<file path="config.mk">
export PLATFORM = sky130hd
export DESIGN_NAME = sckt_front
export DESIGN_NICKNAME = d
export VERILOG_FILES = /design/src/rtl/sckt_pkg.sv /design/src/rtl/sckt_front.sv
export SDC_FILE = /design/constraint.sdc
export NUM_CORES = 1
export LEC_CHECK = 0
export BUFFER_PORTS_ARGS = -buffer_cell sky130_fd_sc_hd__buf_2
export CAP_MARGIN = 20
export CORE_AREA = 4 4 110 112
export CTS_CLUSTER_DIAMETER = 120
export DETAILED_ROUTE_END_ITERATION = 7
export DIE_AREA = 0 0 114 116
export PLACE_DENSITY = 0.75
export SYNTH_ARGS = -nofsm -noshare
export SYNTH_HDL_FRONTEND = slang
export SYNTH_SLANG_ARGS = --single-unit
</file>
<file path="constraint.sdc">
create_clock -name clk_i -period 5.45 [get_ports clk_i]
set_input_delay 1.09 -clock clk_i [delete_from_list [all_inputs] [get_ports clk_i]]
set_output_delay 1.09 -clock clk_i [all_outputs]
set_load 0.02 [all_outputs]
</file>
<file path="src/rtl/sckt_pkg.sv">
// package for the scan code to hid key state tracker
// holds event kinds, report kinds, register indexes, queue word type and the scan code roms
// no dependencies
package sckt_pkg;

  localparam int unsigned ScanW  = 8;
  localparam int unsigned UsageW = 8;

  typedef enum logic [2:0] {
    KIND_KEY     = 3'd0,
    KIND_TICK    = 3'd1,
    KIND_KEEP    = 3'd2,
    KIND_ENABLE  = 3'd3,
    KIND_DISABLE = 3'd4
  } in_kind_e;

  typedef enum logic [1:0] {
    RPT_CHANGE  = 2'd0,
    RPT_KEEP    = 2'd1,
    RPT_RELEASE = 2'd2,
    RPT_FULL    = 2'd3
  } rpt_kind_e;

  typedef enum logic [1:0] {
    OP_KEY     = 2'd0,
    OP_KEEP    = 2'd1,
    OP_DISABLE = 2'd2,
    OP_TICK    = 2'd3
  } op_e;

  // config register indexes
  typedef enum logic [2:0] {
    REG_MASK0  = 3'd0,
    REG_MASK1  = 3'd1,
    REG_MASK2  = 3'd2,
    REG_MASK3  = 3'd3,
    REG_FILTER = 3'd4,
    REG_WINDOW = 3'd5
  } reg_idx_e;

  localparam logic [UsageW-1:0] UsageEnd = 8'h4D;

  // classified word passed from front to back
  typedef struct packed {
    op_e               op;
    logic [UsageW-1:0] usage;
    logic              press;
  } cmd_t;

  function automatic logic [UsageW-1:0] plain_rom(input logic [ScanW-1:0] sc);
    logic [UsageW-1:0] u;
    u = '0;
    case (sc)
      8'h01: u = 8'h29; 8'h3B: u = 8'h3A; 8'h3C: u = 8'h3B; 8'h3D: u = 8'h3C;
      8'h3E: u = 8'h3D; 8'h3F: u = 8'h3E; 8'h40: u = 8'h3F; 8'h41: u = 8'h40;
      8'h42: u = 8'h41; 8'h43: u = 8'h42; 8'h44: u = 8'h43; 8'h57: u = 8'h44;
      8'h58: u = 8'h45; 8'h29: u = 8'h35; 8'h02: u = 8'h1E; 8'h03: u = 8'h1F;
      8'h04: u = 8'h20; 8'h05: u = 8'h21; 8'h06: u = 8'h22; 8'h07: u = 8'h23;
      8'h08: u = 8'h24; 8'h09: u = 8'h25; 8'h0A: u = 8'h26; 8'h0B: u = 8'h27;
      8'h0C: u = 8'h2D; 8'h0D: u = 8'h2E; 8'h0E: u = 8'h2A; 8'h0F: u = 8'h2B;
      8'h10: u = 8'h14; 8'h11: u = 8'h1A; 8'h12: u = 8'h08; 8'h13: u = 8'h15;
      8'h14: u = 8'h17; 8'h15: u = 8'h1C; 8'h16: u = 8'h18; 8'h17: u = 8'h0C;
      8'h18: u = 8'h12; 8'h19: u = 8'h13; 8'h1A: u = 8'h2F; 8'h1B: u = 8'h30;
      8'h2B: u = 8'h31; 8'h3A: u = 8'h39; 8'h1E: u = 8'h04; 8'h1F: u = 8'h16;
      8'h20: u = 8'h07; 8'h21: u = 8'h09; 8'h22: u = 8'h0A; 8'h23: u = 8'h0B;
      8'h24: u = 8'h0D; 8'h25: u = 8'h0E; 8'h26: u = 8'h0F; 8'h27: u = 8'h33;
      8'h28: u = 8'h34; 8'h1C: u = 8'h28; 8'h2A: u = 8'hE1; 8'h2C: u = 8'h1D;
      8'h2D: u = 8'h1B; 8'h2E: u = 8'h06; 8'h2F: u = 8'h19; 8'h30: u = 8'h05;
      8'h31: u = 8'h11; 8'h32: u = 8'h10; 8'h33: u = 8'h36; 8'h34: u = 8'h37;
      8'h35: u = 8'h38; 8'h36: u = 8'hE5; 8'h1D: u = 8'hE0; 8'h38: u = 8'hE2;
      8'h39: u = 8'h2C; 8'h46: u = 8'h47; 8'h45: u = 8'h53; 8'h37: u = 8'h55;
      8'h4A: u = 8'h56; 8'h4E: u = 8'h57; 8'h4F: u = 8'h59; 8'h50: u = 8'h5A;
      8'h51: u = 8'h5B; 8'h4B: u = 8'h5C; 8'h4C: u = 8'h5D; 8'h4D: u = 8'h5E;
      8'h47: u = 8'h5F; 8'h48: u = 8'h60; 8'h49: u = 8'h61; 8'h52: u = 8'h62;
      8'h53: u = 8'h63;
      default: u = '0;
    endcase
    return u;
  endfunction

  function automatic logic [UsageW-1:0] ext_rom(input logic [ScanW-1:0] sc);
    logic [UsageW-1:0] u;
    u = '0;
    case (sc)
      8'h1D: u = 8'hE4; 8'h38: u = 8'hE6; 8'h5B: u = 8'hE3; 8'h5C: u = 8'hE7;
      8'h5D: u = 8'h65; 8'h52: u = 8'h49; 8'h47: u = 8'h4A; 8'h49: u = 8'h4B;
      8'h53: u = 8'h4C; 8'h4F: u = 8'h4D; 8'h51: u = 8'h4E; 8'h48: u = 8'h52;
      8'h4B: u = 8'h50; 8'h50: u = 8'h51; 8'h4D: u = 8'h4F; 8'h1C: u = 8'h58;
      8'h35: u = 8'h54; 8'h37: u = 8'h46;
      default: u = '0;
    endcase
    return u;
  endfunction

endpackage

</file>
<file path="src/rtl/sckt_front.sv">
// front end: accepts input words, maps scan codes, applies the enable and filter
// depends on sckt_pkg
module sckt_front
  import sckt_pkg::*;
(
  input  logic                clk_i,
  input  logic                rst_ni,
  input  logic                in_valid_i,
  output logic                in_ready_o,
  input  logic [2:0]          kind_i,
  input  logic [ScanW-1:0]    scan_code_i,
  input  logic                extended_i,
  input  logic                key_break_i,
  input  logic                vkey_invalid_i,
  input  logic [255:0]        allowed_i,
  input  logic                filter_en_i,
  output logic                push_o,
  output cmd_t                cmd_o,
  input  logic                full_i
);

  logic              enabled_q, enabled_d;
  logic [UsageW-1:0] usage;
  logic              acc;

  assign in_ready_o = !full_i;
  assign acc        = in_valid_i && in_ready_o;

  always_comb begin
    usage    = extended_i ? ext_rom(scan_code_i) : plain_rom(scan_code_i);
    enabled_d = enabled_q;
    push_o   = 1'b0;
    cmd_o.op    = OP_KEY;
    cmd_o.usage = usage;
    cmd_o.press = !key_break_i;
    if (acc) begin
      case (kind_i)
        KIND_KEY: begin
          if (enabled_q && !vkey_invalid_i && scan_code_i != '0 && usage != '0) begin
            if (usage == UsageEnd) begin
              if (!key_break_i) begin
                enabled_d = 1'b0;
                push_o    = 1'b1;
                cmd_o.op  = OP_DISABLE;
              end
            end else if (!filter_en_i || allowed_i[usage]) begin
              push_o = 1'b1;
            end
          end
        end
        KIND_TICK: begin
          push_o   = 1'b1;
          cmd_o.op = OP_TICK;
        end
        KIND_KEEP: begin
          push_o   = enabled_q;
          cmd_o.op = OP_KEEP;
        end
        KIND_ENABLE:  enabled_d = 1'b1;
        KIND_DISABLE: begin
          enabled_d = 1'b0;
          push_o    = 1'b1;
          cmd_o.op  = OP_DISABLE;
        end
        default: ;
      endcase
    end
  end

  always_ff @(posedge clk_i or negedge rst_ni) begin
    if (!rst_ni) begin
      enabled_q <= 1'b0;
    end else begin
      enabled_q <= enabled_d;
    end
  end

endmodule

</file>
==> results by group <==
Outcome
  • Outcome: finished with violations
  • Failing checks: setup timing

Setup path
  • Crit path kind: primary input to output pin
  • Critical Path Start Type: primary input
  • RR Startpoint: enabled_q$_DFFE_PN0P_
  • Reg2reg end: enabled_q$_DFFE_PN0P_
  • CP most frequent cell: a21oi_2
  • Worst path slowest cell: or4b_1
  • Req. time, crit path: 4360 ps
  • R2R Setup Slk: 4290 ps
  • Crit-path max FO: 6
  • Worst path cell trace: buf_2, or4b_1, a21oi_2, a21oi_2, o221ai_4, buf_6, buf_6, mux2_2, nor2_4, a21oi_2, a221oi_2, buf_4, nor4b_1, a31o_2, nor4_4, o211ai_1, buf_4
  • Worst setup EP type: output pin
  • Reg2Reg Depth: 4
  • CP peak stage delay: 630 ps
  • CP arrival: 4470 ps

Power
  • Max IR drop VDD: 0.0583 mV
  • Leakage: 3.28 nW
  • Power per standard cell area: 91.9 nW/µm²

Timing
  • Fin Hold WS: 533 ps
  • Final Hold Vio Count: 0
  • Relative slew margins: 0.570
  • Setup Skew: 0 ps
  • Worst Tran Pin Value: 628 ps
  • Setup tns final: -109 ps
  • Fin crit share: 1.02
  • Crit path time final: 5560 ps
  • Fmax: 0.180 GHz
  • Final Setup Violations: 1
  • Setup ws final: -109 ps
  • RSZ-0062 raised after global routing: true
  • Slew Limit Fails: 0

Route
  • First DRT Iteration DRCs: 516
  • Antenna-violating nets left: 0
  • Vias per inst: 5.92
  • Drt pass-1 iters: 5
  • Final routed DRC violation total: 0
  • Routed len/inst: 20.7 µm
  • WL final: 22000 µm
  • Vias: 6295

GRT
  • Vias in the first global route: 6074
  • Largest net degree at the start of global routing: 35
  • GRT Total Usage: 0.299
  • Initial antenna violation count: 3
  • GR Overflow Total: 0
  • First-pass GRT wire length: 31400 µm

Hold path
  • Worst hold start: enabled_q$_DFFE_PN0P_
  • Hold path cells: 2
  • Hold WC Path Type: flip-flop to flip-flop
  • Hold EP: enabled_q$_DFFE_PN0P_

Placed design
  • Final GP Congestion: 0.993
  • I/O Buffers: 286
  • Pre-CTS WS: -405 ps
  • HPWL after detailed placement: 18000 µm

Finish
  • Largest registers: enabled_q (1)
  • Max FFs per register: 1
  • Final net count: 1208
  • Most common cell after layout, fill and taps aside: buf_2
  • Area delta synth->final: 69.7%
  • Final core occ: 0.648
  • Register with the most flip-flops: enabled_q
  • Most frequent cells in the layout: buf_2, buf_4, mux2i_1, nor2_1, mux4_2
  • Share of cells above drive strength 1: 0.602

Floorplanning
  • Die Area: 13200 µm²
  • IO Count: 288
  • Initial Util: 0.382
  • Core area: 11200 µm²
  • Die Wd: 114 µm
  • Die Ht: 116 µm
  • Std-Cell Rows: 39

Job
  • Max-cap violations: 0

Synthesis
  • Post-synthesis sequential area ratio: 0.00584
  • Main flop type after synthesis: dfrtp_1
  • Synth warn: 0
  • Syn nets: 814
  • Synth unique cells: 74
  • Post-synth EDFFs: 0
  • Share of the synthesized area in the top cell type: 0.192
  • Post-synthesis area per instance: 8.13 µm²
  • Mapped Area: 4280 µm²
  • Synthesized instance count: 527
  • Seq cells post-synth: 1
  • Synth area leaders: mux2i_1, mux4_2, mux2_2, ha_1, nor2_1
  • Ys async rst share: 1.00
  • Synth area leader: mux2i_1

Clocking
  • Skew-Pair Late Insertion Delay: 0 ps
  • Clk pin slew, worst setup/hold paths: 0 ps
cell type report:
class | instances | area, µm²
Timing Repair Buffer | 447 | 2810
Fill cell | 950 | 3960
Sequential cell | 1 | 25.0
Tap cell | 143 | 179
Multi-Input combinational cell | 454 | 4170
Inverter | 17 | 83.8
Antenna cell | 1 | 2.50
how the worst max path moves through the flow:
stage,startpoint,end,slack [ps],depth (start not counted)
2_1_floorplan,scan_code_i[0],push_o,270,17
3_3_place_gp,scan_code_i[0],push_o,-340,18
3_5_place_dp,scan_code_i[0],push_o,-400,18
4_1_cts,scan_code_i[0],push_o,-70,19
5_1_grt,scan_code_i[4],push_o,-260,17
6_report,scan_code_i[4],push_o,-110,17
layer usage:
metal	GRT usage	part of all wire
met1	0.408	0.39
met2	0.484	0.46
met3	0.0548	0.11
met4	0.0871	0.040
met5	0	0.00096
critical path: cells and delay by family:
family          cells  cell delay [ps]
compound gates      7             1260
simple gates        4             1010
mux                 1              360
buf+inv             5              760
where the power goes:
part / leakage, nW / total (W) / internal, W / switching [W]
sequential: 0.00917 / 0.00000822 / 0.00000788 / 0.000000337
clock: 0.00000634 / 0.0000000000246 / 0.0000000000246 / 0
combinational: 3.27 / 0.000660 / 0.000349 / 0.000311
synthesized netlist by cell type (4+ instances only):
cell,number
nand3_1,9
a221oi_1,4
mux2i_1,82
nor2_1,40
ha_1,12
nand2_1,21
buf_2,13
inv_1,13
mux2_2,15
inv_2,4
mux4_2,32
buf_6,11
nand3b_1,8
a211oi_1,8
clkbuf_1,19
a21o_1,4
a31oi_1,11
a21oi_1,28
buf_4,10
and2_1,10
nand2b_1,7
nor2b_1,12
a22o_1,6
a22oi_1,18
and3_1,4
nor3_1,10
o211ai_1,10
or3_1,4
o21ai_0,22
through the flow:
step,instances,area (µm²),power (W)
finish,1063,7270,0.000668
global route,1063,7270,0.000710
CTS,1057,7060,0.000635
detailed placement,1038,6700,0.000595
global placement,1038,6700,0.000590
floorplan,527,4290,0.000321
what timing repair did:
| item | CTS | global route |
|---|---|---|
| setup buffers | 19 | 5 |
| hold endpoints to repair | 0 | 0 |
| resized for setup | 57 | 33 |
| pin swaps | 20 | 18 |
| setup endpoints to repair | 2 | 2 |
| hold buffers | 0 | 0 |
logic make-up (layout without fill, tap and decap cells):
| kind of cell | after synthesis | after routing | share of synthesized area |
|---|---|---|---|
| xor gates and xnor gates | 2 | 2 | 0.00409 |
| and+or+nand+nor | 149 | 149 | 0.188 |
| AOI/OAI and AO/OA | 160 | 160 | 0.267 |
| adders and majority gates | 12 | 12 | 0.0350 |
| muxes | 131 | 131 | 0.405 |
| other | 0 | 1 | 0 |
| buffers and inverters | 72 | 464 | 0.0949 |
| DFF | 1 | 1 | 0.00584 |
(Power assumes the default switching activity.)
