## src/rtl/sckt_pkg.sv

```systemverilog
// package for the scan code to hid key state tracker
// holds event kinds, report kinds, register indexes, queue word type and the scan code roms
// no dependencies
package sckt_pkg;

  localparam int unsigned ScanW  = 8;
  localparam int unsigned UsageW = 8;

  typedef enum logic [2:0] {
    KIND_KEY     = 3'd0,
    KIND_TICK    = 3'd1,
    KIND_KEEP    = 3'd2,
    KIND_ENABLE  = 3'd3,
    KIND_DISABLE = 3'd4
  } in_kind_e;

  typedef enum logic [1:0] {
    RPT_CHANGE  = 2'd0,
    RPT_KEEP    = 2'd1,
    RPT_RELEASE = 2'd2,
    RPT_FULL    = 2'd3
  } rpt_kind_e;

  typedef enum logic [1:0] {
    OP_KEY     = 2'd0,
    OP_KEEP    = 2'd1,
    OP_DISABLE = 2'd2,
    OP_TICK    = 2'd3
  } op_e;

  // config register indexes
  typedef enum logic [2:0] {
    REG_MASK0  = 3'd0,
    REG_MASK1  = 3'd1,
    REG_MASK2  = 3'd2,
    REG_MASK3  = 3'd3,
    REG_FILTER = 3'd4,
    REG_WINDOW = 3'd5
  } reg_idx_e;

  localparam logic [UsageW-1:0] UsageEnd = 8'h4D;

  // classified word passed from front to back
  typedef struct packed {
    op_e               op;
    logic [UsageW-1:0] usage;
    logic              press;
  } cmd_t;

  function automatic logic [UsageW-1:0] plain_rom(input logic [ScanW-1:0] sc);
    logic [UsageW-1:0] u;
    u = '0;
    case (sc)
      8'h01: u = 8'h29; 8'h3B: u = 8'h3A; 8'h3C: u = 8'h3B; 8'h3D: u = 8'h3C;
      8'h3E: u = 8'h3D; 8'h3F: u = 8'h3E; 8'h40: u = 8'h3F; 8'h41: u = 8'h40;
      8'h42: u = 8'h41; 8'h43: u = 8'h42; 8'h44: u = 8'h43; 8'h57: u = 8'h44;
      8'h58: u = 8'h45; 8'h29: u = 8'h35; 8'h02: u = 8'h1E; 8'h03: u = 8'h1F;
      8'h04: u = 8'h20; 8'h05: u = 8'h21; 8'h06: u = 8'h22; 8'h07: u = 8'h23;
      8'h08: u = 8'h24; 8'h09: u = 8'h25; 8'h0A: u = 8'h26; 8'h0B: u = 8'h27;
      8'h0C: u = 8'h2D; 8'h0D: u = 8'h2E; 8'h0E: u = 8'h2A; 8'h0F: u = 8'h2B;
      8'h10: u = 8'h14; 8'h11: u = 8'h1A; 8'h12: u = 8'h08; 8'h13: u = 8'h15;
      8'h14: u = 8'h17; 8'h15: u = 8'h1C; 8'h16: u = 8'h18; 8'h17: u = 8'h0C;
      8'h18: u = 8'h12; 8'h19: u = 8'h13; 8'h1A: u = 8'h2F; 8'h1B: u = 8'h30;
      8'h2B: u = 8'h31; 8'h3A: u = 8'h39; 8'h1E: u = 8'h04; 8'h1F: u = 8'h16;
      8'h20: u = 8'h07; 8'h21: u = 8'h09; 8'h22: u = 8'h0A; 8'h23: u = 8'h0B;
      8'h24: u = 8'h0D; 8'h25: u = 8'h0E; 8'h26: u = 8'h0F; 8'h27: u = 8'h33;
      8'h28: u = 8'h34; 8'h1C: u = 8'h28; 8'h2A: u = 8'hE1; 8'h2C: u = 8'h1D;
      8'h2D: u = 8'h1B; 8'h2E: u = 8'h06; 8'h2F: u = 8'h19; 8'h30: u = 8'h05;
      8'h31: u = 8'h11; 8'h32: u = 8'h10; 8'h33: u = 8'h36; 8'h34: u = 8'h37;
      8'h35: u = 8'h38; 8'h36: u = 8'hE5; 8'h1D: u = 8'hE0; 8'h38: u = 8'hE2;
      8'h39: u = 8'h2C; 8'h46: u = 8'h47; 8'h45: u = 8'h53; 8'h37: u = 8'h55;
      8'h4A: u = 8'h56; 8'h4E: u = 8'h57; 8'h4F: u = 8'h59; 8'h50: u = 8'h5A;
      8'h51: u = 8'h5B; 8'h4B: u = 8'h5C; 8'h4C: u = 8'h5D; 8'h4D: u = 8'h5E;
      8'h47: u = 8'h5F; 8'h48: u = 8'h60; 8'h49: u = 8'h61; 8'h52: u = 8'h62;
      8'h53: u = 8'h63;
      default: u = '0;
    endcase
    return u;
  endfunction

  function automatic logic [UsageW-1:0] ext_rom(input logic [ScanW-1:0] sc);
    logic [UsageW-1:0] u;
    u = '0;
    case (sc)
      8'h1D: u = 8'hE4; 8'h38: u = 8'hE6; 8'h5B: u = 8'hE3; 8'h5C: u = 8'hE7;
      8'h5D: u = 8'h65; 8'h52: u = 8'h49; 8'h47: u = 8'h4A; 8'h49: u = 8'h4B;
      8'h53: u = 8'h4C; 8'h4F: u = 8'h4D; 8'h51: u = 8'h4E; 8'h48: u = 8'h52;
      8'h4B: u = 8'h50; 8'h50: u = 8'h51; 8'h4D: u = 8'h4F; 8'h1C: u = 8'h58;
      8'h35: u = 8'h54; 8'h37: u = 8'h46;
      default: u = '0;
    endcase
    return u;
  endfunction

endpackage

```

## src/rtl/sckt_fifo.sv

```systemverilog
// short queue of classified words between front and back
// depends on sckt_pkg
module sckt_fifo
  import sckt_pkg::*;
(
  input  logic clk_i,
  input  logic rst_ni,
  input  logic push_i,
  input  cmd_t data_i,
  output logic full_o,
  input  logic pop_i,
  output logic valid_o,
  output cmd_t data_o
);

  cmd_t       mem_q [4];
  logic [1:0] wp_q, rp_q;
  logic [2:0] cnt_q;

  assign full_o  = cnt_q == 3'd4;
  assign valid_o = cnt_q != '0;
  assign data_o  = mem_q[rp_q];

  always_ff @(posedge clk_i) begin
    if (push_i) mem_q[wp_q] <= data_i;
  end

  always_ff @(posedge clk_i or negedge rst_ni) begin
    if (!rst_ni) begin
      wp_q  <= '0;
      rp_q  <= '0;
      cnt_q <= '0;
    end else begin
      if (push_i) wp_q <= wp_q + 2'd1;
      if (pop_i)  rp_q <= rp_q + 2'd1;
      cnt_q <= cnt_q + 3'(push_i) - 3'(pop_i);
    end
  end

endmodule

```

## config.mk

```make
export PLATFORM = sky130hd
export DESIGN_NAME = sckt_fifo
export DESIGN_NICKNAME = d
export VERILOG_FILES = /design/src/rtl/sckt_pkg.sv /design/src/rtl/sckt_fifo.sv
export SDC_FILE = /design/constraint.sdc
export NUM_CORES = 1
export LEC_CHECK = 0
export ABC_AREA = 1
export BUFFER_PORTS_ARGS = -buffer_cell sky130_fd_sc_hd__buf_2
export CAP_MARGIN = 10
export CORE_ASPECT_RATIO = 0.7
export CORE_MARGIN = 2
export CORE_UTILIZATION = 50
export DETAILED_ROUTE_END_ITERATION = 7
export PLACE_DENSITY = 0.78
export SYNTH_ARGS = -nofsm -noshare
export SYNTH_HDL_FRONTEND = slang
export SYNTH_SLANG_ARGS = --single-unit
```

## constraint.sdc

```tcl
create_clock -name clk_i -period 2.57 [get_ports clk_i]
set_input_delay 0.514 -clock clk_i [delete_from_list [all_inputs] [get_ports clk_i]]
set_output_delay 0.514 -clock clk_i [all_outputs]
set_load 0.03 [all_outputs]
```

==> results.md, run 1 <==
- Counting every sink on the clock net gives 51.
- The TritonCTS clock tree is built.
- After synthesis the netlist holds a flip-flop and latch count of between 50 and 60.
- The final-report max-slew violation count is 0.
- For this run, the top clock speed supported by timing is 454 MHz.
- The total number of vias is around 1400.
- The biggest cell delay along the critical path is 610 ps.
- The number of inserted diodes is 0.
- The setup slack after placement is 601 ps.
- The largest net degree at the start of global routing is 23.
- The number of different library cells used by synthesis comes to 15.
- The H-tree generated during clock tree synthesis spans 2 levels.
- In this run the standard cell core region covers 4350 sq um.
- Power spread over the standard cell area amounts to 1160 nW/um^2.
- The number of gates resized after CTS is 0.
- The instance area after placement is 2430 sq um.
- The flow ran to the end, and the final reports show no timing, DRC or antenna violations.
- The kind of start point of the critical path is a register.
- Cells with a size suffix above 1 make up 15.3% of the layout.
- The initial standard-cell utilization of the core is 52.3%.
- The net switching power figure is approximately 1.2 mW.
- After detailed routing, the number of vias per cell comes to 4.48.
- Counting every net in the synthesized netlist gives 241.
- The number of buffers and inverters on the critical path is 2.
- The share of the Yosys chip area taken by registers is 65.7%.
- Dividing the detail-routed wire length by the instance count gives 12.1 um.
- In this run the tool buffered the top-level ports with 27 buffer cells.
- The signal on the critical path passes through inv_2, nand2_1, nand3_1, nand2_1, buf_2.
- The overall die width is between 80 and 90 um.
- The total I/O pin count is 28.
- The switching share of total power is between 40% and 50%.
- Measured against its own limit, the worst slew margin works out to 66.0%.
- The via count of the first global-routing pass is 1249.
- The final weighted congestion in routability-driven placement is around 0.71.
- The kind of path behind the tightest hold check is input port to async pin.
- The most numerous cell type found on the critical path is sky130_fd_sc_hd__nand2_1.
- The number of nets in the layout is about 270.
- At the later pin of the worst-skew pair, clock insertion delay measures 300 ps.
- The clock network is responsible for 18.5% of the overall power.
- The cell sitting at the root of the clock tree is a sky130_fd_sc_hd__clkbuf_8.
- The sum of negative setup slack is 0 ps.
- In the routed design, unresolved DRC markers number 0.
- Setup repair after global routing left no endpoint under its margin.
- The detailed router's first-iteration violation count is just over 70.
- VDD sags by at most 0.571 mV.
- The slowest cell on the critical path is sky130_fd_sc_hd__dfrtp_1.
- Once routing completed, OpenROAD measured the worst setup slack at around 370 ps.
- The internal power is 1.74 mW.
- The share of the core filled with cells is between 50% and 60%.
- The tool flagged a number of max-cap violations equal to 0.
- In this run the worst path has a maximum fanout of 22.
- The clock transition at the registers of the reported paths is ~90 ps.
- Broken down by cell family, the worst path's largest delay share belongs to flip-flops.
- Summed over all cells, the static leakage comes to 1.26 nW.
- The worst path required time is between 2000 and 2500 ps.
- After global routing the overflow that remains totals 0.
- The final routed wirelength across all metal layers is 3660 um.
- The worst path arrival time is approximately 1700 ps.
- The signed area change from the synthesized netlist to the final layout is 11.8%.
- During synthesis, Yosys emitted a total of 0 warnings.
- The vertical die dimension is 60.5 um.
- The synthesized area is 2280 sq um.
- Dividing the synthesized area by the synthesized cell count gives just over 10 sq um.
- The number of clock buffers inserted by TritonCTS is 5.
- Per report_power, the sequential group accounts for 40.7% of the total.
- The total power after layout is 2.94 mW.
- The final cycle utilization of the critical path is approximately 86%.
- The count of mapped cells out of synthesis is 219.
- The initial antenna violation count is 0.
- The total half-perimeter wirelength after legalization and detailed placement is 2370 um.
- The die covers 5120 sq um.
- The finished cells cover around 2500 sq um.
- The power share of the combinational group is 40.8%.
- The wire length of the first global-routing pass is between 5000 and 6000 um.
- The number of placement rows is 20.
- For the pin with the worst max-slew slack, the measured transition is 509 ps.
- The number of detailed-routing iterations run before antenna repair is 4.
- The final antenna-violating net count is 0.
- The worst-case clock buffer depth is 2.
- The worst setup path is captured at an output port.
- The number of buffers inserted by post-CTS setup repair is 0.
- The total routing usage reported by global routing is 15.6%.
- The largest clock skew in the final design is 6.14 ps.
- The hold violation count in the final report is 0.
- The start-to-end type of the worst setup path is register to output port.
- For this design, the CTS-stage hold fixing added 0 buffers.
- Setup violations remaining at the end of the flow were counted as 0.
- The routed design could run at a clock period as short as 2200 ps.
## logic make-up (layout without fill, tap and decap cells)
family | after synthesis | count (layout) | synth area share [%]
simple gates | 91 | 91 | 16.4
buf+inv | 66 | 95 | 12.4
flops | 51 | 51 | 65.7
fa+ha+maj | 7 | 7 | 4.18
xor+xnor | 3 | 3 | 1.15
compound gates | 1 | 1 | 0.220
## layout make-up
class / instances / area [sq um]
Fill cell: 358 / 1810
Sequential cell: 51 / 1500
Multi-Input combinational cell: 102 / 499
Inverter: 58 / 218
Timing Repair Buffer: 29 / 150
Clock buffer: 5 / 68.8
Tap cell: 55 / 68.8
Clock inverter: 3 / 43.8
## registers in the layout, indices dropped and copies added, names as in the netlist
| name | count |
|---|---|
| rp_q | 2 |
| cnt_q | 3 |
| wp_q | 2 |
| mem_q | 44 |
## cells in the final DEF (no fill, tap or decap)
cell type / Yosys / routed
sky130_fd_sc_hd__nand2_1: 66 / 66
sky130_fd_sc_hd__inv_1: 57 / 57
sky130_fd_sc_hd__edfxtp_1: 44 / 44
sky130_fd_sc_hd__buf_2: 2 / 27
sky130_fd_sc_hd__nand3_1: 24 / 24
sky130_fd_sc_hd__dfrtp_1: 7 / 7
sky130_fd_sc_hd__ha_1: 6 / 6
sky130_fd_sc_hd__clkbuf_8: 0 / 5
sky130_fd_sc_hd__xor2_1: 3 / 3
sky130_fd_sc_hd__buf_4: 2 / 2
sky130_fd_sc_hd__inv_2: 1 / 1
sky130_fd_sc_hd__nor3_1: 1 / 1
sky130_fd_sc_hd__o21ai_0: 1 / 1
sky130_fd_sc_hd__fa_1: 1 / 1
sky130_fd_sc_hd__clkinv_4: 0 / 1
sky130_fd_sc_hd__clkinv_2: 0 / 1
sky130_fd_sc_hd__bufinv_16: 0 / 1
## power by group through the flow
stage               combinational (mW)  sequential [mW]  clock, mW
global placement                  1.17             1.21          0
CTS                               1.21             1.20      0.552
detailed placement                1.21             1.21          0
floorplan                        0.974             1.17          0
global route                      1.34             1.22      0.591
finish                            1.20             1.20      0.545
## through the flow
step           instances  hold slack, ps
2_1_floorplan        219             218
3_3_place_gp         295             354
3_5_place_dp         295             355
4_1_cts              303            23.9
5_1_grt              303            18.8
6_report             303            25.6
## final timing paths
check                          from   endpoint  slack [ps]  cells past startpoint
min in group clk_i            pop_i    rp_q[0]         420                      2
hold / removal               rst_ni   cnt_q[2]          30                      1
max in group asynchronous    rst_ni   cnt_q[0]        2380                      1
hold reg to reg            cnt_q[2]   cnt_q[2]         500                      2
setup / recovery            rp_q[0]  data_o[6]         370                      5
setup reg to reg           cnt_q[0]   cnt_q[2]         860                      9
## per-layer routing
metal,GRT usage [%],share of wire (%)
met2,25.6,49
met4,6.35,0.93
met5,0,0
met1,20.4,44
met3,4.08,5.1
## synth_stat cells
| master | instances | area, sq um |
|---|---|---|
| sky130_fd_sc_hd__inv_2 | 1 | 3.75 |
| sky130_fd_sc_hd__clkbuf_2 | 1 | 5.00 |
| sky130_fd_sc_hd__inv_1 | 57 | 214 |
| sky130_fd_sc_hd__buf_4 | 2 | 15.0 |
| sky130_fd_sc_hd__ha_1 | 6 | 75.1 |
| sky130_fd_sc_hd__nor3_1 | 1 | 5.00 |
| sky130_fd_sc_hd__buf_6 | 3 | 33.8 |
| sky130_fd_sc_hd__edfxtp_1 | 44 | 1320 |
| sky130_fd_sc_hd__o21ai_0 | 1 | 5.00 |
| sky130_fd_sc_hd__fa_1 | 1 | 20.0 |
| sky130_fd_sc_hd__dfrtp_1 | 7 | 175 |
| sky130_fd_sc_hd__buf_2 | 2 | 10.0 |
| sky130_fd_sc_hd__nand2_1 | 66 | 248 |
| sky130_fd_sc_hd__nand3_1 | 24 | 120 |
| sky130_fd_sc_hd__xor2_1 | 3 | 26.3 |
Power figures use the tool's default switching activity.
==> run 2, diff against run 1 <==
- CORE_UTILIZATION: 50 -> 61
- PLACE_DENSITY: 0.78 -> 0.91
==> results.md, run 2 (synthesis results as in run 1) <==
- After detailed routing, the number of vias per cell comes to 4.84.
- After global routing the overflow that remains totals 0.
- Setup repair after global routing left no endpoint under its margin.
- The die is 77.0 um wide.
- For the final routed database, the setup TNS stands at 0 ps.
- The final critical path takes up between 80% and 90% of the cycle.
- The largest net degree at the start of global routing is 23.
- The initial antenna violation count is 0.
- The worst path arrival time is 1700 ps.
- For this run, the share of the core covered by cells in the final layout is a little over two thirds.
- At the end of the flow, the number of nets in the layout was roughly 270.
- The instance area after placement is 2420 sq um.
- The first element of the critical path is rp_q[1].
- IR analysis of the VDD net gives a maximum drop of between 0.5 and 0.6 mV.
- Cells with a size suffix above 1 make up 13.8% of the layout.
- The maximum fanout count along the critical path is 12.
- The number of placement rows is 18.
- Counting flops per register, the top entry is mem_q.
- The critical path in this run is classified as register to output port.
- The number of gates resized after CTS is 0.
- The worst reg-to-reg path cell count is 9.
- The first detailed-routing pass took 4 iterations.
- The largest registers in the layout are mem_q x44, cnt_q x3.
- Setup slack closes at 359 ps.
- For the finished layout, the period the worst path requires is 2210 ps.
- The number of buffers inserted by post-CTS setup repair is 0.
- Hold repair after CTS inserted 0 buffers.
- Summed over all nets, the half-perimeter wirelength after detailed placement is 2450 um.
- The worst-case clock buffer depth is 2.
- The transition time at the pin with the least slew margin is 490 ps.
- In the layout the commonest cells are sky130_fd_sc_hd__nand2_1 (66), sky130_fd_sc_hd__inv_1 (57), sky130_fd_sc_hd__edfxtp_1 (44), sky130_fd_sc_hd__buf_2 (27), sky130_fd_sc_hd__nand3_1 (24).
- Power spread over the standard cell area amounts to 1130 nW/um^2.
- For this design the static power due to leakage is roughly 1.2 nW.
- The biggest cell delay along the critical path is 620 ps.
- The cell area after layout is about 2500 sq um.
- In this run the number of H-tree levels came out at 2.
- The leading cell type in the layout, fill and taps excluded is sky130_fd_sc_hd__nand2_1.
- The endpoint identified for the worst register-to-register timing path is cnt_q[2].
- The number of inserted diodes is 0.
- After clock tree synthesis, the clock-pin slew on the worst setup and hold paths is about 80 ps.
- STA classifies the critical path startpoint as a register.
- The critical path goes through inv_1, nand3_1, nand2_1, buf_2.
- The total I/O pin count is 28.
- Setup violations remaining at the end of the flow were counted as 0.
- Clock tree synthesis inserted a total of 5 buffers.
- The clock reaches the later pin of the worst-skew pair after 300 ps.
- The run finished with clean final reports.
- Across all hold checks on the routed design, the worst slack comes to 34.0 ps.
- STA puts the critical path data required time at between 2000 and 2500 ps.
- For this run, design rule violations remaining after detail routing come to 0.
- The hold violation count in the final report is 0.
- The total number of vias is 1438.
- From synthesis to final layout, the design area changed by 9.73%.
- The vertical die dimension is 55.1 um.
- The count of nets left with antenna violations once routing finished came out at 0.
- The final routed wirelength across all metal layers is ~3700 um.
- The count of buffers from port buffering is 27.
- The slowest cell on the critical path is sky130_fd_sc_hd__dfrtp_1.
- Clock skew on the completed layout was measured at 4.47 ps.
- The first global-routing pass estimated about 6000 um of wire.
- Headroom to the max-slew limit came out at 67.3%.
- The worst setup path is captured at an output port.
- In the global route stage, overall resource usage came out at 19.5%.
- In the final routed layout, each cell accounts on average for 12.5 um.
- The clock net in this run drives a total of 51 sinks.
- Static timing analysis puts the maximum clock frequency at roughly 450 MHz.
- The kind of path behind the tightest hold check is input port to async pin.
- Routability-driven placement finished with a final weighted congestion of 0.777.
- The placeable core region is roughly 3600 sq um.
- At the placement stage, the worst setup path has a slack of a little over 600 ps.
- The TritonCTS clock tree is built.
- The start of the worst register-to-register path is cnt_q[0].
- In this run the clock root is driven by a sky130_fd_sc_hd__clkbuf_8.
- The register with the most flip-flops in the layout has between 40 and 50 of them.
- The initial utilization of the core area, before any placement, comes to 64.0%.
- The floorplan step defined a die boundary enclosing 4250 sq um.
- The first routing iteration left 80 violations.
- In this run the register-to-register setup slack is 850 ps.
- The number of maximum-capacitance constraint violations is 0.
- The fill cell instance count of the final layout is 266.
- The final-report max-slew violation count is 0.
- The via count of the first global-routing pass is 1355.
==> run 2: changes by cell type in the layout (fill, tap and decap cells not counted), sizes merged <==
cell    previous run  this run
buf               29        28
clkbuf             5         8
bufinv             1         0
clkinv             2         0
==> run 2: metal layers <==
metal	vias to the layer above	share of wire, %	GRT usage [%]
li1	721	-	-
met1	676	46	23.8
met2	36	48	35.8
met3	5	5.0	4.38
met4	0	0.99	6.85
met5	-	0	0
==> run 2: worst max-delay path by stage <==
stage / slack (ps) / to / cells past startpoint
after floorplan: 850 / cnt_q[2] / 8
after global placement: 700 / cnt_q[2] / 9
after detailed placement: 620 / cnt_q[2] / 9
after CTS: 320 / data_o[8] / 4
after global routing: 240 / data_o[8] / 4
final: 360 / data_o[8] / 4
==> run 2: area by class of cell <==
cell class | count | area (sq um) | area share [%]
multi-input combinational | 102 | 499 | 20.0
clock buffer | 8 | 80.1 | 3.20
sequential | 51 | 1500 | 59.9
timing repair buffer | 28 | 143 | 5.71
tap | 50 | 62.6 | 2.50
inverter | 58 | 218 | 8.71
==> run 2: critical path, delay by kind of cell, from the launching register on <==
family                 cells  cell delay, ps
and+or+nand+nor            2             250
DFF                        1             620
buffers and inverters      2             530
==> run 2: power by group <==
group          leakage (nW)  switching, mW  total [mW]  internal (mW)
registers             0.486          0.106        1.21           1.10
logic                 0.714          0.854        1.19          0.337
clock network        0.0395          0.233       0.427          0.194
total                  1.24           1.19        2.83           1.63
==> run 2: stage by stage <==
| stage | total power [mW] | cells |
|---|---|---|
| floorplan | 2.14 | 219 |
| global placement | 2.36 | 289 |
| detailed placement | 2.42 | 289 |
| CTS | 2.84 | 297 |
| global route | 3.02 | 297 |
| finish | 2.83 | 297 |
==> run 3, diff against run 2 <==
- CORE_UTILIZATION: 61 -> 57
- PLACE_DENSITY: 0.91 -> 0.86
- clock period: 2.57 -> 2.1 ns (I/O delays scaled with it)
==> results.md, run 3 (synthesis results as in run 1) <==
- In the post-route analysis, the smallest setup slack over all paths is 118 ps.
- The hold violation count in the final report is 0.
- For the worst setup path, the data arrival time is around 1600 ps.
- In the final layout, the multi-input gates occupy 499 sq um.
- The worst setup path is captured at an output port.
- Dividing the final minimum period by the clock period gives 94.4%.
- Buffers inserted during clock tree synthesis total 5.
- The detailed router's first-iteration violation count is 68.
- VDD sags by at most slightly below 0.8 mV.
- The maximum fanout count along the critical path is 12.
- The total half-perimeter wirelength after legalization and detailed placement is 2390 um.
- In the routed layout, each cell is associated on average with a via count of 4.74.
- The die footprint is about 4500 sq um.
- At the later pin of the worst-skew pair, clock insertion delay measures 300 ps.
- In the final layout, the registers with the most flip-flops are mem_q x44, cnt_q x3.
- Summed over all layers, the routed wires come to 3700 um.
- For this run, design rule violations remaining after detail routing come to 0.
- The static power due to leakage is 1.27 nW.
- The kind of start point of the critical path is a register.
- The power density over the cells is 1420 nW/um^2.
- The TritonCTS clock tree is built.
- The top register by number of flip-flops is mem_q.
- The first global-routing pass estimated approximately 6000 um of wire.
- Leaving out fill and tap cells, the most frequent cell in the layout is sky130_fd_sc_hd__nand2_1.
- The final weighted congestion in routability-driven placement is about 0.83.
- In the layout the commonest cells are sky130_fd_sc_hd__nand2_1 (66), sky130_fd_sc_hd__inv_1 (57), sky130_fd_sc_hd__edfxtp_1 (44), sky130_fd_sc_hd__buf_2 (27), sky130_fd_sc_hd__nand3_1 (24).
- The post-route netlist has 15.2% of its cells at a drive strength greater than 1.
- At the pin with the least slew margin, the transition time is 511 ps.
- Timing would allow up to 505 MHz.
- The start-to-end type of the worst setup path is register to output port.
- In the final timing run, aggregate negative setup slack is 0 ps.
- The via count of the first global-routing pass is 1403.
- Including well taps, the total number of placed cells is 293.
- The total I/O pin count is 28.
- Registers take ~1500 sq um.
- The initial antenna violation count is 0.
- The worst path required time is 1680 ps.
- The total number of vias is approximately 1400.
- The design draws between 3 and 4 mW.
- The number of nets in the layout is about 270.
- For this run, the detailed router's first-pass iteration total came to 4.
- CTS placed an instance of sky130_fd_sc_hd__clkbuf_8 at the clock tree root.
- The final global-route overflow total is 0.
- Counting I/O delays and the setup requirement, the final critical path takes 1980 ps.
- The placeable core region is roughly 3900 sq um.
- The flip-flop count of the largest register, all copies and words added is 44.
- The final-report max-slew violation count came to 0.
- 0 antenna diodes ended up in the layout.
- The number of setup violations in the final report is 0.
- The number of levels in the clock H-tree is 2.
- The total routing usage reported by global routing is 18.7%.
- After detailed routing, the average wire length per cell comes to around 12 um.
- The setup slack after placement is around 280 ps.
- The number of placement rows is 19.
- Headroom to the max-slew limit came out at 65.9%.
- The kind of path behind the tightest hold check is input port to register.
- Hold timing on the final database bottoms out at a slack of 317 ps.
- Counting every sink on the clock net gives 51.
- The vertical die dimension is 56.9 um.
- The largest net degree at the start of global routing is 23.
- The clock transition at the registers of the reported paths is 90 ps.
- The largest clock skew in the final design is 5.33 ps.
- Across the run, the number of max-cap violations was 0.
- The clock passes through at most 2 buffers.
- The run finished with clean final reports.
- The count of buffers from port buffering is 27.
- The instance area after placement is 2440 sq um.
- Setup repair after global routing left no endpoint under its margin.
- The final antenna-violating net count is 0.
- Relative to the synthesized area, the layout overhead comes to 12.3%.
- After the flow finishes, the layout carries non-filler instances totaling between 300 and 400.
- The share of the core filled with cells is 66.0%.
- The initial utilization of the core area, before any placement, comes to 58.8%.
- After filler insertion, the fill cell instance count of the layout stands at 280.
- The number of buffers inserted by post-CTS setup repair is 0.
- After routing the design area is 2560 sq um.
- The overall die width is ~80 um.
==> run 3: worst paths after layout <==
path | from | to | slack, ps | cells after the start
worst max-delay path | rp_q[1] | data_o[7] | 120 | 4
worst min-delay path | pop_i | rp_q[0] | 320 | 2
worst max register to register | cnt_q[0] | cnt_q[2] | 440 | 9
worst min register to register | cnt_q[2] | cnt_q[2] | 500 | 2
max in group asynchronous | rst_ni | wp_q[1] | 1470 | 2
min in group asynchronous | rst_ni | cnt_q[1] | 470 | 2
==> run 3: cell type report <==
type | count | share of cell area (%)
clock buffers | 6 | 2.84
well taps | 52 | 2.55
flip-flops and latches | 51 | 58.5
inverters | 58 | 8.52
multi-input cells | 102 | 19.5
repair buffers | 31 | 6.56
clock inverters | 2 | 1.47
==> run 3: what timing repair did <==
item,in CTS,in global routing
gates resized for setup,0,0
hold endpoints to repair,7,0
hold buffers,1,0
==> run 3: worst max-delay path, cell delays in order, from the launching register on <==
cell and delay (ps):
sky130_fd_sc_hd__dfrtp_1 380, sky130_fd_sc_hd__inv_1 350, sky130_fd_sc_hd__nand3_1 170, sky130_fd_sc_hd__nand2_1 140, sky130_fd_sc_hd__buf_2 220
==> run 3: where the power goes <==
group	total (mW)	internal, mW	leakage, nW	switching, mW
clock	0.651	0.355	0.0514	0.296
combinational	1.53	0.441	0.728	1.09
sequential	1.44	1.35	0.486	0.0865
==> run 3: per-layer routing <==
metal	GRT usage [%]	up-vias	wire length [um]
met5	0	-	0
met4	8.62	0	53
met3	4.66	5	260
met2	32.7	42	1920
met1	21.5	661	1460
li1	-	724	-
